[src/sv/dps_pkg.sv]
// Package: sizes, codes and types of the deadline poll scheduler
package dps_pkg;
    localparam int NUM_FLOWS   = 8;
    localparam int QUEUE_DEPTH = 16;
    localparam int FW = (NUM_FLOWS > 1) ? $clog2(NUM_FLOWS) : 1;

    localparam logic [1:0] CMD_LOAD = 2'd0;
    localparam logic [1:0] CMD_TICK = 2'd1;
    localparam logic [1:0] CMD_DATA = 2'd2;
    localparam logic [1:0] CMD_RSVD = 2'd3;

    localparam logic [1:0] K_POLL  = 2'd0;
    localparam logic [1:0] K_DATA  = 2'd1;
    localparam logic [1:0] K_STALE = 2'd2;
    localparam logic [1:0] K_OVF   = 2'd3;

    localparam logic [1:0] POL_ZERO = 2'd0;
    localparam logic [1:0] POL_DM   = 2'd1;
    localparam logic [1:0] POL_EDF  = 2'd2;

    localparam logic REG_POLICY  = 1'b0;
    localparam logic REG_TIMEOUT = 1'b1;

    typedef struct packed {
        logic [32:0]   pri;
        logic [FW-1:0] flow;
    } t_entry;

    // queue operation broadcast to every cell
    typedef struct packed {
        logic   ins;
        logic   pop;
        t_entry ent;
    } t_qop;

    typedef enum logic [2:0] {
        S_IDLE, S_TMO, S_SCAN, S_INS, S_SEND, S_EMIT, S_FIN
    } t_state;
endpackage

[src/sv/dps_cell.sv]
// One queue cell: holds an entry, shifts on insert and pop
module dps_cell import dps_pkg::*; (
    input  logic   i_clk,
    input  logic   i_rst_n,
    input  t_qop   i_op,
    input  t_entry i_left,
    input  logic   i_left_ge,
    input  logic   i_left_valid,
    input  t_entry i_right,
    input  logic   i_right_valid,
    output t_entry o_ent,
    output logic   o_valid,
    output logic   o_ge
);
    t_entry r_ent;
    logic   r_valid;

    // this cell holds an entry with priority above the new one
    assign o_ge    = r_valid && (r_ent.pri > i_op.ent.pri);
    assign o_ent   = r_ent;
    assign o_valid = r_valid;

    always_ff @(posedge i_clk) begin
        if (!i_rst_n) begin
            r_valid <= 1'b0;
        end else if (i_op.pop) begin
            r_valid <= i_right_valid;
            r_ent   <= i_right;
        end else if (i_op.ins) begin
            if (i_left_ge) begin
                r_ent   <= i_left;
                r_valid <= i_left_valid;
            end else if (o_ge || (!r_valid && i_left_valid)) begin
                r_ent   <= i_op.ent;
                r_valid <= 1'b1;
            end
        end
    end
endmodule

[src/sv/dps_queue.sv]
// Sorted priority queue as a row of cells
module dps_queue import dps_pkg::*; (
    input  logic   i_clk,
    input  logic   i_rst_n,
    input  t_qop   i_op,
    output t_entry o_head,
    output logic   o_full,
    output logic   o_empty
);
    t_entry ent [QUEUE_DEPTH+1];
    logic   vld [QUEUE_DEPTH+1];
    logic   ge  [QUEUE_DEPTH];

    assign ent[QUEUE_DEPTH] = '0;
    assign vld[QUEUE_DEPTH] = 1'b0;

    for (genvar g = 0; g < QUEUE_DEPTH; g++) begin : g_cell
        t_entry le;
        logic   lg, lv;
        if (g == 0) begin : g_first
            assign le = '0;
            assign lg = 1'b0;
            assign lv = 1'b1;
        end else begin : g_rest
            assign le = ent[g-1];
            assign lg = ge[g-1];
            assign lv = vld[g-1];
        end
        dps_cell u_cell (
            .i_clk, .i_rst_n, .i_op,
            .i_left(le), .i_left_ge(lg), .i_left_valid(lv),
            .i_right(ent[g+1]), .i_right_valid(vld[g+1]),
            .o_ent(ent[g]), .o_valid(vld[g]), .o_ge(ge[g])
        );
    end

    assign o_head  = ent[0];
    assign o_empty = !vld[0];
    assign o_full  = vld[QUEUE_DEPTH-1];
endmodule

[src/sv/deadline_poll_scheduler.sv]
// Top level: flow table, release scan, transaction control
// Channel | Dir | tdata                                          | tuser | tlast
// s_axis  | in  | flow_index, period, deadline, burst, resp_trx  | cmd   | last_frame
// m_axis  | out | out_flow, out_burst, out_trx, latency_us       | kind  | done_res
// cfg     | in  | index 0 sched_policy, index 1 trx_timeout_us   | -     | -
// A data beat emits a result and a matching frame then tries a send. A tick
// checks the timeout, which may free the link and try a send, then scans the
// flow table one entry per cycle while no flow is due; each due flow is queued
// and a send tried. A result is held until the next result or the item end
// sets done_res; a further result first releases it, then waits for tready.
// Synchronous active-low reset clears table valid bits, queue and counters.
module deadline_poll_scheduler import dps_pkg::*; (
    input  logic         i_clk,
    input  logic         i_rst_n,
    input  logic         i_cfg_we,
    input  logic         i_cfg_index,
    input  logic [31:0]  i_cfg_data,
    input  logic         s_axis_tvalid,
    output logic         s_axis_tready,
    // tdata: flow_index[2:0] period[34:3] deadline[66:35] burst[82:67]
    //        resp_trx[114:83], zero pad to 120
    input  logic [119:0] s_axis_tdata,
    input  logic [1:0]   s_axis_tuser,  // cmd
    input  logic         s_axis_tlast,  // last_frame
    output logic         m_axis_tvalid,
    input  logic         m_axis_tready,
    // tdata: out_flow[2:0] out_burst[18:3] out_trx[50:19] latency_us[82:51],
    //        zero pad to 88
    output logic [87:0]  m_axis_tdata,
    output logic [1:0]   m_axis_tuser,  // kind
    output logic         m_axis_tlast   // done_res
);
    logic [1:0]  r_policy;
    logic [31:0] r_tmo;
    logic [31:0] r_per [NUM_FLOWS];
    logic [31:0] r_dl  [NUM_FLOWS];
    logic [15:0] r_bu  [NUM_FLOWS];
    logic [31:0] r_nr  [NUM_FLOWS];
    logic [NUM_FLOWS-1:0] r_fv;
    logic [31:0] r_now, r_trx, r_sent, r_tat;
    logic        r_busy;
    t_state      r_st, n_st;
    logic [FW:0] r_f;
    logic        r_scan;     // send phase returns to scan
    logic        r_ovalid;
    logic        r_orel;     // held beat is visible on m_axis
    logic [1:0]  r_kind;
    logic [FW-1:0] r_oflow;
    logic [15:0] r_oburst;
    logic [31:0] r_otrx, r_olat;
    logic        r_olast;
    logic [31:0] r_rt;
    logic        r_last;

    t_qop   q_op;
    t_entry q_head;
    logic   q_full, q_empty;
    dps_queue u_q (.i_clk, .i_rst_n, .i_op(q_op), .o_head(q_head),
                   .o_full(q_full), .o_empty(q_empty));

    logic [FW-1:0] fi;
    logic          fdue, scan_end;
    logic [32:0]   pri;
    logic [FW-1:0] li;
    logic [31:0]   ld_per;
    assign fi = r_f[FW-1:0];
    assign scan_end = (r_f == (FW+1)'(NUM_FLOWS));
    assign fdue = !scan_end && r_fv[fi] && (r_nr[fi] == r_now);
    assign li = s_axis_tdata[FW-1:0];
    assign ld_per = (s_axis_tdata[34:3] == '0) ? 32'd1 : s_axis_tdata[34:3];

    always_comb begin
        case (r_policy)
            POL_DM:  pri = {1'b0, r_dl[fi]};
            POL_EDF: pri = {1'b0, r_dl[fi]} + {1'b0, r_now};
            default: pri = '0;
        endcase
    end

    logic acc, tmo_hit, stale, can_send, o_hold, wr_ok;
    assign s_axis_tready = (r_st == S_IDLE);
    assign acc      = s_axis_tvalid && s_axis_tready;
    assign tmo_hit  = r_busy && (r_now == r_tat);
    assign stale    = (r_rt != r_trx);
    assign can_send = !r_busy && !q_empty;
    assign o_hold   = r_ovalid && !r_orel;
    assign wr_ok    = !r_ovalid || (r_orel && m_axis_tready);

    logic          o_wr, o_rel, w_last;
    logic [1:0]    w_kind;
    logic [FW-1:0] w_flow;
    logic [15:0]   w_burst;
    logic [31:0]   w_trx, w_lat;

    // outputs: queue control and result writes
    always_comb begin
        o_wr = 1'b0;
        o_rel = 1'b0;
        w_last = 1'b0;
        w_kind = K_POLL;
        w_flow = '0;
        w_burst = '0;
        w_trx = '0;
        w_lat = '0;
        q_op.ins = 1'b0;
        q_op.pop = 1'b0;
        q_op.ent.pri = pri;
        q_op.ent.flow = fi;
        case (r_st)
            S_INS: begin
                if (!q_full) begin
                    q_op.ins = 1'b1;
                end else if (o_hold) begin
                    o_rel = 1'b1;
                end else if (wr_ok) begin
                    o_wr = 1'b1;
                    w_kind = K_OVF;
                    w_flow = fi;
                end
            end
            S_SEND: if (can_send) begin
                if (o_hold) begin
                    o_rel = 1'b1;
                end else if (wr_ok) begin
                    o_wr = 1'b1;
                    q_op.pop = 1'b1;
                    w_kind = K_POLL;
                    w_flow = q_head.flow;
                    w_burst = r_bu[q_head.flow];
                    w_trx = r_trx + 32'd1;
                end
            end
            S_EMIT: begin
                if (o_hold) begin
                    o_rel = 1'b1;
                end else if (wr_ok) begin
                    o_wr = 1'b1;
                    w_trx = r_rt;
                    if (stale) begin
                        w_kind = K_STALE;
                    end else begin
                        w_kind = K_DATA;
                        w_lat = r_now - r_sent;
                    end
                end
            end
            S_FIN: if (o_hold) begin
                o_rel = 1'b1;
                w_last = 1'b1;
            end
            default: ;
        endcase
    end

    // next state
    always_comb begin
        n_st = r_st;
        case (r_st)
            S_IDLE: if (acc) begin
                if (s_axis_tuser == CMD_TICK) n_st = S_TMO;
                else if (s_axis_tuser == CMD_DATA) n_st = S_EMIT;
            end
            S_TMO:  n_st = tmo_hit ? S_SEND : S_SCAN;
            S_SCAN: n_st = scan_end ? S_FIN : (fdue ? S_INS : S_SCAN);
            S_INS:  if (q_op.ins || o_wr) n_st = S_SEND;
            S_SEND: if (!can_send || o_wr) n_st = r_scan ? S_SCAN : S_FIN;
            S_EMIT: if (o_wr) n_st = stale ? S_FIN : S_SEND;
            S_FIN:  n_st = S_IDLE;
            default: n_st = S_IDLE;
        endcase
    end

    always_ff @(posedge i_clk) begin
        if (!i_rst_n) begin
            r_st <= S_IDLE; r_policy <= POL_DM; r_tmo <= 32'd1000;
            r_fv <= '0; r_now <= '0; r_trx <= '0; r_sent <= '0; r_tat <= '0;
            r_busy <= 1'b0; r_f <= '0; r_scan <= 1'b0;
        end else begin
            r_st <= n_st;
            if (i_cfg_we) begin
                if (i_cfg_index == REG_POLICY) r_policy <= i_cfg_data[1:0];
                else r_tmo <= i_cfg_data;
            end
            case (r_st)
                S_IDLE: if (acc) begin
                    r_rt   <= s_axis_tdata[114:83];
                    r_last <= s_axis_tlast;
                    r_f    <= '0;
                    r_scan <= (s_axis_tuser == CMD_TICK);
                    if (s_axis_tuser == CMD_TICK) r_now <= r_now + 32'd1;
                    if (s_axis_tuser == CMD_LOAD
                        && {1'b0, li} < (FW+1)'(NUM_FLOWS)) begin
                        r_per[li] <= ld_per;
                        r_dl[li] <= s_axis_tdata[66:35];
                        r_bu[li] <= s_axis_tdata[82:67];
                        r_fv[li] <= 1'b1;
                        r_nr[li] <= r_now + ld_per;
                    end
                end
                S_TMO: if (tmo_hit) r_busy <= 1'b0;
                S_SCAN: if (fdue) r_nr[fi] <= r_nr[fi] + r_per[fi];
                        else if (!scan_end) r_f <= r_f + (FW+1)'(1);
                S_INS: if (q_op.ins || o_wr) r_f <= r_f + (FW+1)'(1);
                S_SEND: if (o_wr) begin
                    r_busy <= 1'b1;
                    r_trx <= r_trx + 32'd1;
                    r_sent <= r_now;
                    r_tat <= r_now + ((r_tmo == '0) ? 32'd1 : r_tmo);
                end
                S_EMIT: if (o_wr && !stale && r_last) r_busy <= 1'b0;
                default: ;
            endcase
        end
    end

    // result register: a beat stays hidden until done_res is known
    always_ff @(posedge i_clk) begin
        if (!i_rst_n) begin
            r_ovalid <= 1'b0;
            r_orel <= 1'b0;
            r_olast <= 1'b0;
        end else if (o_wr) begin
            r_ovalid <= 1'b1;
            r_orel <= 1'b0;
            r_kind <= w_kind;
            r_oflow <= w_flow;
            r_oburst <= w_burst;
            r_otrx <= w_trx;
            r_olat <= w_lat;
            r_olast <= 1'b0;
        end else if (o_rel) begin
            r_orel <= 1'b1;
            r_olast <= w_last;
        end else if (m_axis_tvalid && m_axis_tready) begin
            r_ovalid <= 1'b0;
        end
    end

    assign m_axis_tvalid = r_ovalid && r_orel;
    assign m_axis_tlast  = m_axis_tvalid && r_olast;
    assign m_axis_tuser  = r_kind;
    assign m_axis_tdata  = {5'd0, r_olat, r_otrx, r_oburst, r_oflow};
endmodule

[config.mk]
export PLATFORM = sky130hd
export DESIGN_NAME = deadline_poll_scheduler
export DESIGN_NICKNAME = d
export VERILOG_FILES = /design/src/sv/dps_pkg.sv /design/src/sv/dps_cell.sv /design/src/sv/dps_queue.sv /design/src/sv/deadline_poll_scheduler.sv
export SDC_FILE = /design/constraint.sdc
export NUM_CORES = 2
export LEC_CHECK = 0
export ABC_AREA = 1
export BUFFER_PORTS_ARGS = -buffer_cell sky130_fd_sc_hd__buf_2
export CAP_MARGIN = 20
export CORE_MARGIN = 4
export CORE_UTILIZATION = 30
export DETAILED_ROUTE_END_ITERATION = 10
export GPL_TIMING_DRIVEN = 0
export PLACE_DENSITY = 0.44
export SKIP_LAST_GASP = 1
export SYNTH_ARGS = -nofsm -noshare
export SYNTH_HDL_FRONTEND = slang
export SYNTH_SLANG_ARGS = --single-unit
[constraint.sdc]
create_clock -name i_clk -period 6.55 [get_ports i_clk]
set_input_delay 0.9825 -clock i_clk [delete_from_list [all_inputs] [get_ports i_clk]]
set_output_delay 0.9825 -clock i_clk [all_outputs]
set_load 0.01 [all_outputs]
======== After elaboration in Yosys (flattened, before gate mapping) ========
Memories as Yosys holds them, arrays and structs flattened. A register that Yosys moved wholly into a read port is not among the register bits.
Index checks and enable logic that the tools add are counted.
storage, ports and cells
  register bits ........................... 876
  memory bits (writable) .................. 896
  bits of input ports ..................... 161
  output and inout bits ................... 93
  word-level logic and storage cells ...... 496
  memories ................................ 4
memories
  name   depth  bits a word  rd ports  clocked after memory_dff  wr ports  line                           source
  r_dl   8      32           1         1                         1         deadline_poll_scheduler.sv:36  logic [31:0] r_dl [NUM_FLOWS];
  r_nr   8      32           1         1                         1         deadline_poll_scheduler.sv:38  logic [31:0] r_nr [NUM_FLOWS];
  r_per  8      32           1         1                         1         deadline_poll_scheduler.sv:35  logic [31:0] r_per [NUM_FLOWS];
  r_bu   8      16           1         1                         1         deadline_poll_scheduler.sv:37  logic [15:0] r_bu [NUM_FLOWS];
cells by class
  add/subtract/negate cells ............... 8
  order comparisons ....................... 19
  eq/ne operators ......................... 25
  multiplexer cells ....................... 205
  bitwise operators ....................... 7
  reductions and logical operators ........ 160
operators by type and width
  operator                 number
  $mux W36                 62
  $gt A33 B33 Y1           16
  $mux W32                 8
  $add A32 B32 Y32         3
  $mux W1                  91
  $mux W3                  22
  $pmux W33 S2             1
  $add A32 B1 Y32 const B  2
  $eq A32 B32 Y1           2
  $logic_not A32 Y1        2
  $pmux W32 S2             1
  $reduce_and A3 Y1        19
  $reduce_bool A3 Y1       17
  $logic_and A1 B1 Y1      44
  $reduce_and A2 Y1        22
  $add A32 B32 Y33         1
  $ne A32 B32 Y1           1
  $reduce_or A32 Y1        1
  $sub A32 B32 Y32         1
  $logic_not A1 Y1         22
  $logic_or A1 B1 Y1       19
  $ne A2 B2 Y1 const B     9
  $pmux W3 S6              1
  $mux W4                  4
  27 further kinds         53

======== Depth between registers and ports, before layout ========
  depth in word-level cells ............... 11
  gate-level depth with buffers ........... 39
  gate-level depth less buffers ........... 33

======== Cells and area by module ========
From an unflattened synthesis, not the netlist that was laid out.
second synthesis, totals
  cell total of the unflattened synthesis .. 12,343
  area, all modules ....................... 104,298.8 um2
by module, submodules not included
  module                                 times used  cells an instance  area each (um2)  seq. area each (um2)
  deadline_poll_scheduler                1           6,246              58,591.2         34,152.8
  dps_cell at u_q.g_cell[11].u_cell ...  14          380                2,852.7          1,101.1
  dps_cell at u_q.g_cell[0].u_cell ...   2           387                2,879.0          1,101.1
  dps_queue                              1           3                  11.3             0.0

======== Worst setup path before layout ========
Ideal clock, no wire load.
  path type ............................... reg2reg
  from .................................... register (tool-made name)
  to ...................................... register u_q.g_cell[1].u_cell.r_ent, in the netlist u_q.g_cell[1].u_cell.o_ent[0] (enable)
  library setup time ...................... 0.429 ns
  data arrival time ....................... 6.447 ns
  data required time ...................... 6.121 ns
  setup slack ............................. -0.326 ns
  stages on the path, launching flop included .. 38
  buffers on the path ..................... 7
  period minus slack after synthesis ...... 6.876 ns
  path through ............................ dfxtp_1 -> buf_6 -> inv_4 -> buf_6 -> buf_6 -> buf_6 -> buf_6 -> nor2_1 -> o21ai_0 -> a21oi_1 -> a31oi_1 -> ha_1 -> fa_1 -> nand3_1 -> nand2_1 -> a21oi_1 -> o21ai_0 -> nand2_1 -> [2 not listed] -> nand2_1 -> nand2_1 -> nand3_1 -> nand2_1 -> inv_1 -> ha_1 -> nand2_1 -> nor2_1 -> nand4_1 -> nor4_1 -> nand4_1 -> nand4_1 -> nand3_1 -> clkbuf_1 -> clkbuf_1 -> nand3_1 -> nand2_1 -> nor2_1
RTL lines
  what                  line            source
  end signal, assigned  dps_cell.sv:28  r_ent <= i_right;
  end signal, assigned  dps_cell.sv:31  r_ent <= i_left;
  end signal, assigned  dps_cell.sv:34  r_ent <= i_op.ent;
  end, declared         dps_cell.sv:15  t_entry r_ent;

==> results_dict.tcl <==
set metrics [dict create \
    status "finished clean" \
    detail_route.wirelength_mm 454.2 \
    cp_num_buf_inv 11 \
    ir_worst_vdd_mv 0.2257 \
    routed-via-count 86990 \
    antenna_left 0 \
    seq_power_share_pct 33.0 \
    path_delay_family "simple AND/OR/NAND/NOR gates" \
    power.internal_mw 24.39 \
    drt-wirelength-per-cell_microns 27.99 \
    period_needed_ns 6.415 \
    power_density_over_cell_area_nw_per_um2 332.4 \
    timing_worst_slew_pin_value_ns 1.291 \
    crit_path_top_delay_cell "dfxtp_4" \
    antenna_violations_before_repair 50 \
    cp.required_ns 7.18 \
    leakagePower_nw 45.84 \
    report.final.hold_viol_count 0 \
    setup_total_negative_slack_ns 0 \
    grt_overflow_total 0 \
    relSlewSlack_pct 13.83 \
    io_buffers 242 \
    sinks_on_clock_net 1791 \
    clock.fmax_mhz 155.9 \
    post-route-period-util_pct 97.94 \
    cts-buffers-inserted 219 \
    drcViolationCount 0 \
    path_class "flip-flop to flip-flop" \
    firstDrtPassIters 7 \
    async_reset_ff_share_pct 0 \
    slew_violations 0 \
    post_synth_num_cell_types 63 \
    die_y_microns 582.3 \
    holdCritPathClass "primary input to flip-flop" \
    worstSetupStartpointType "flip-flop" \
    die_w_microns 582.3 \
    finalSetupViolations 0 \
    power.net_switching_mw 15.17 \
    path_depth 36 \
    pre_cts_slack_ns -3.762 \
    syn_area_per_cell_sq_um 9.045 \
    most-common-layout-cells "nand2_1 (2,055), o21ai_0 (1,609), edfxtp_1 (1,590), nor2_1 (1,229), inv_1 (730)" \
    most_common_library_cell_in_the_layout_ignoring_fill_and_taps "nand2_1" \
    post-dp-hpwl_mm 344.8 \
    fillCellCount 33490 \
    clk_pin_slew_worst_paths_ns 0.06 \
    synth_ff_type "edfxtp_1" \
    worst_skew_pair.late_latency_ns 0.97 \
    grt_start_max_net_pins 37 \
    cp_slowest_stage_delay_ns 0.45 \
    switching_part_of_the_total_power_pct 38.34 \
    comb_power_share_pct 36.3 \
    via_count_of_the_first_global_routing_pass 83720 \
    fin_worst_skew_ns 0.08950 \
    clockRootBuffer "clkbuf_16" \
    worst_slack_ns 0.1351 \
    p_total_mw 39.55 \
    design.final.nets 12490 \
    rsz0062_at_grt "yes" \
    die_area_sq_um 339100 \
    core_area_sq_um 327900 \
    number_of_cells_on_the_worst_reg_to_reg_path 36 \
    count_of_yosys_warnings_during_synthesis 0 \
    cts_buffer_depth 4 \
    maximum_level_of_the_cts_h_tree 4 \
    groute.usage.overall_pct 25.57 \
    worstPathArrival_ns 7.04 \
    synth_cells 10940 \
    dp.cells 15630 \
    grt_first_pass_wirelength_mm 628.6 \
    post_layout_nonfiller_instances 16230 \
    synth_area_sq_um 98950 \
    critical_path.endpoint_type "flip-flop" \
    start_util_pct 30.17 \
    synth.ff_latch_count 1791 \
    io_pins 254 \
    whs_path_depth 1 \
    max_cap_viols 0 \
    place_congestion 0.9501 \
    placementRows 210 \
    ys_seq_area_share_pct 52.32 \
    clock_tree_from_tritoncts "done" \
    area.growth.synth_to_final_pct 20.27 \
    cts_hold_buf 0 \
    avgViaCountPerCell 5.361 \
    layout-drive-gt1-share_pct 11.96 \
    post_synth_edffs 1590 \
    crit_fanout 10 \
    clockPowerShare_pct 30.7 \
    initialDrtViolationCount 9171 \
]
-- routing by layer --
layer	vias to the layer above	GRT usage, %	wire length [microns]
li1	39820	-	-
met1	42940	33.94	191300
met2	3457	41.67	208700
met3	747	3.435	30400
met4	26	11.21	23570
met5	-	0	169
-- stage by stage --
| step | hold WS, ns | util (%) | instance area, sq um |
|---|---|---|---|
| after floorplan | 0.4198 | - | 98970 |
| after global placement | 0.4342 | 32.21 | 105600 |
| after detailed placement | 0.4504 | 32.86 | 107700 |
| after CTS | 0.1816 | 35.73 | 117200 |
| after global routing | 0.2249 | 36.29 | 119000 |
| final | 0.2539 | 36.29 | 119000 |
-- synthesized netlist by cell type (122+ instances only) --
library cell,n,area [sq um]
clkbuf_1,414,1554
xor2_1,123,1077
nor2_1,1280,4805
nand2_1,2124,7973
o22ai_1,122,763.2
a21oi_1,650,3253
dfxtp_1,201,4024
nand4_1,127,794.5
ha_1,657,8220
edfxtp_1,1590,47750
inv_1,768,2883
nand3_1,335,1677
o21ai_0,1653,8273
-- kinds of logic (layout without fill, tap and decap cells) --
group / count (synthesis) / in the layout / share of synthesized area (%)
fa+ha+maj: 662 / 662 / 8.409
compound gates: 2846 / 2846 / 15.35
xor+xnor: 161 / 161 / 1.425
flops: 1791 / 1791 / 52.32
other cells: 1 / 43 / 0.003790
simple gates: 4096 / 4097 / 16.85
buf+inv: 1375 / 2274 / 5.570
mux: 7 / 7 / 0.07082
-- repair_timing --
action	CTS	global route
gates cloned	8	20
pin swaps	36	54
resized for setup	430	363
setup buffers	85	55
endpoints found under the setup margin	1185	1131
-- worst reg2reg max path, delay by kind of cell (launching register included) --
kind / cells / cell delay [ns]
compound gates: 7 / 1.35
fa+ha+maj: 3 / 0.89
buf+inv: 11 / 1.68
flops: 1 / 0.45
simple gates: 15 / 1.78
-- state kept, by name, indices dropped and copies added (netlist names), 128 cells and up, named ones only --
name,count
u_q.g_cell.u_cell.o_ent,576
r_dl,256
r_nr,256
r_per,256
r_bu,128
-- layout make-up --
type                       instances  area, sq um  area share, %
timing repair inverter            14        172.7         0.1451
sequential                      1791        51780          43.51
clock inverter                   129         1171         0.9841
clock buffer                     270         5779          4.856
buffer                           578         3186          2.677
multi-input combinational       7778        43410          36.47
inverter                         790         3234          2.718
timing repair buffer             493         4750          3.991
tap                             4346         5438          4.569
antenna                           38        95.09        0.07990
-- power by group through the flow --
stage                     clock [mW]  sequential [mW]  combinational (mW)
after floorplan                    0             13.3                7.77
after global placement             0             13.3                12.5
after detailed placement           0             13.3                12.9
after CTS                       12.4             13.1                13.7
after global routing            12.8             13.1                15.6
final                           12.1             13.1                14.4
-- path summary, 6_finish.rpt --
| path | startpoint | to | slack, ns |
|---|---|---|---|
| setup reg to reg | flip-flop | u_q.g_cell[12].u_cell.o_ent[0] | 0.14 |
| setup / recovery | flip-flop | u_q.g_cell[12].u_cell.o_ent[0] | 0.14 |
| hold reg to reg | r_fv[2] | r_fv[2] | 0.46 |
| hold / removal | s_axis_tdata[104] | r_rt[21] | 0.25 |
No activity file was read; power rests on OpenSTA's default activity.
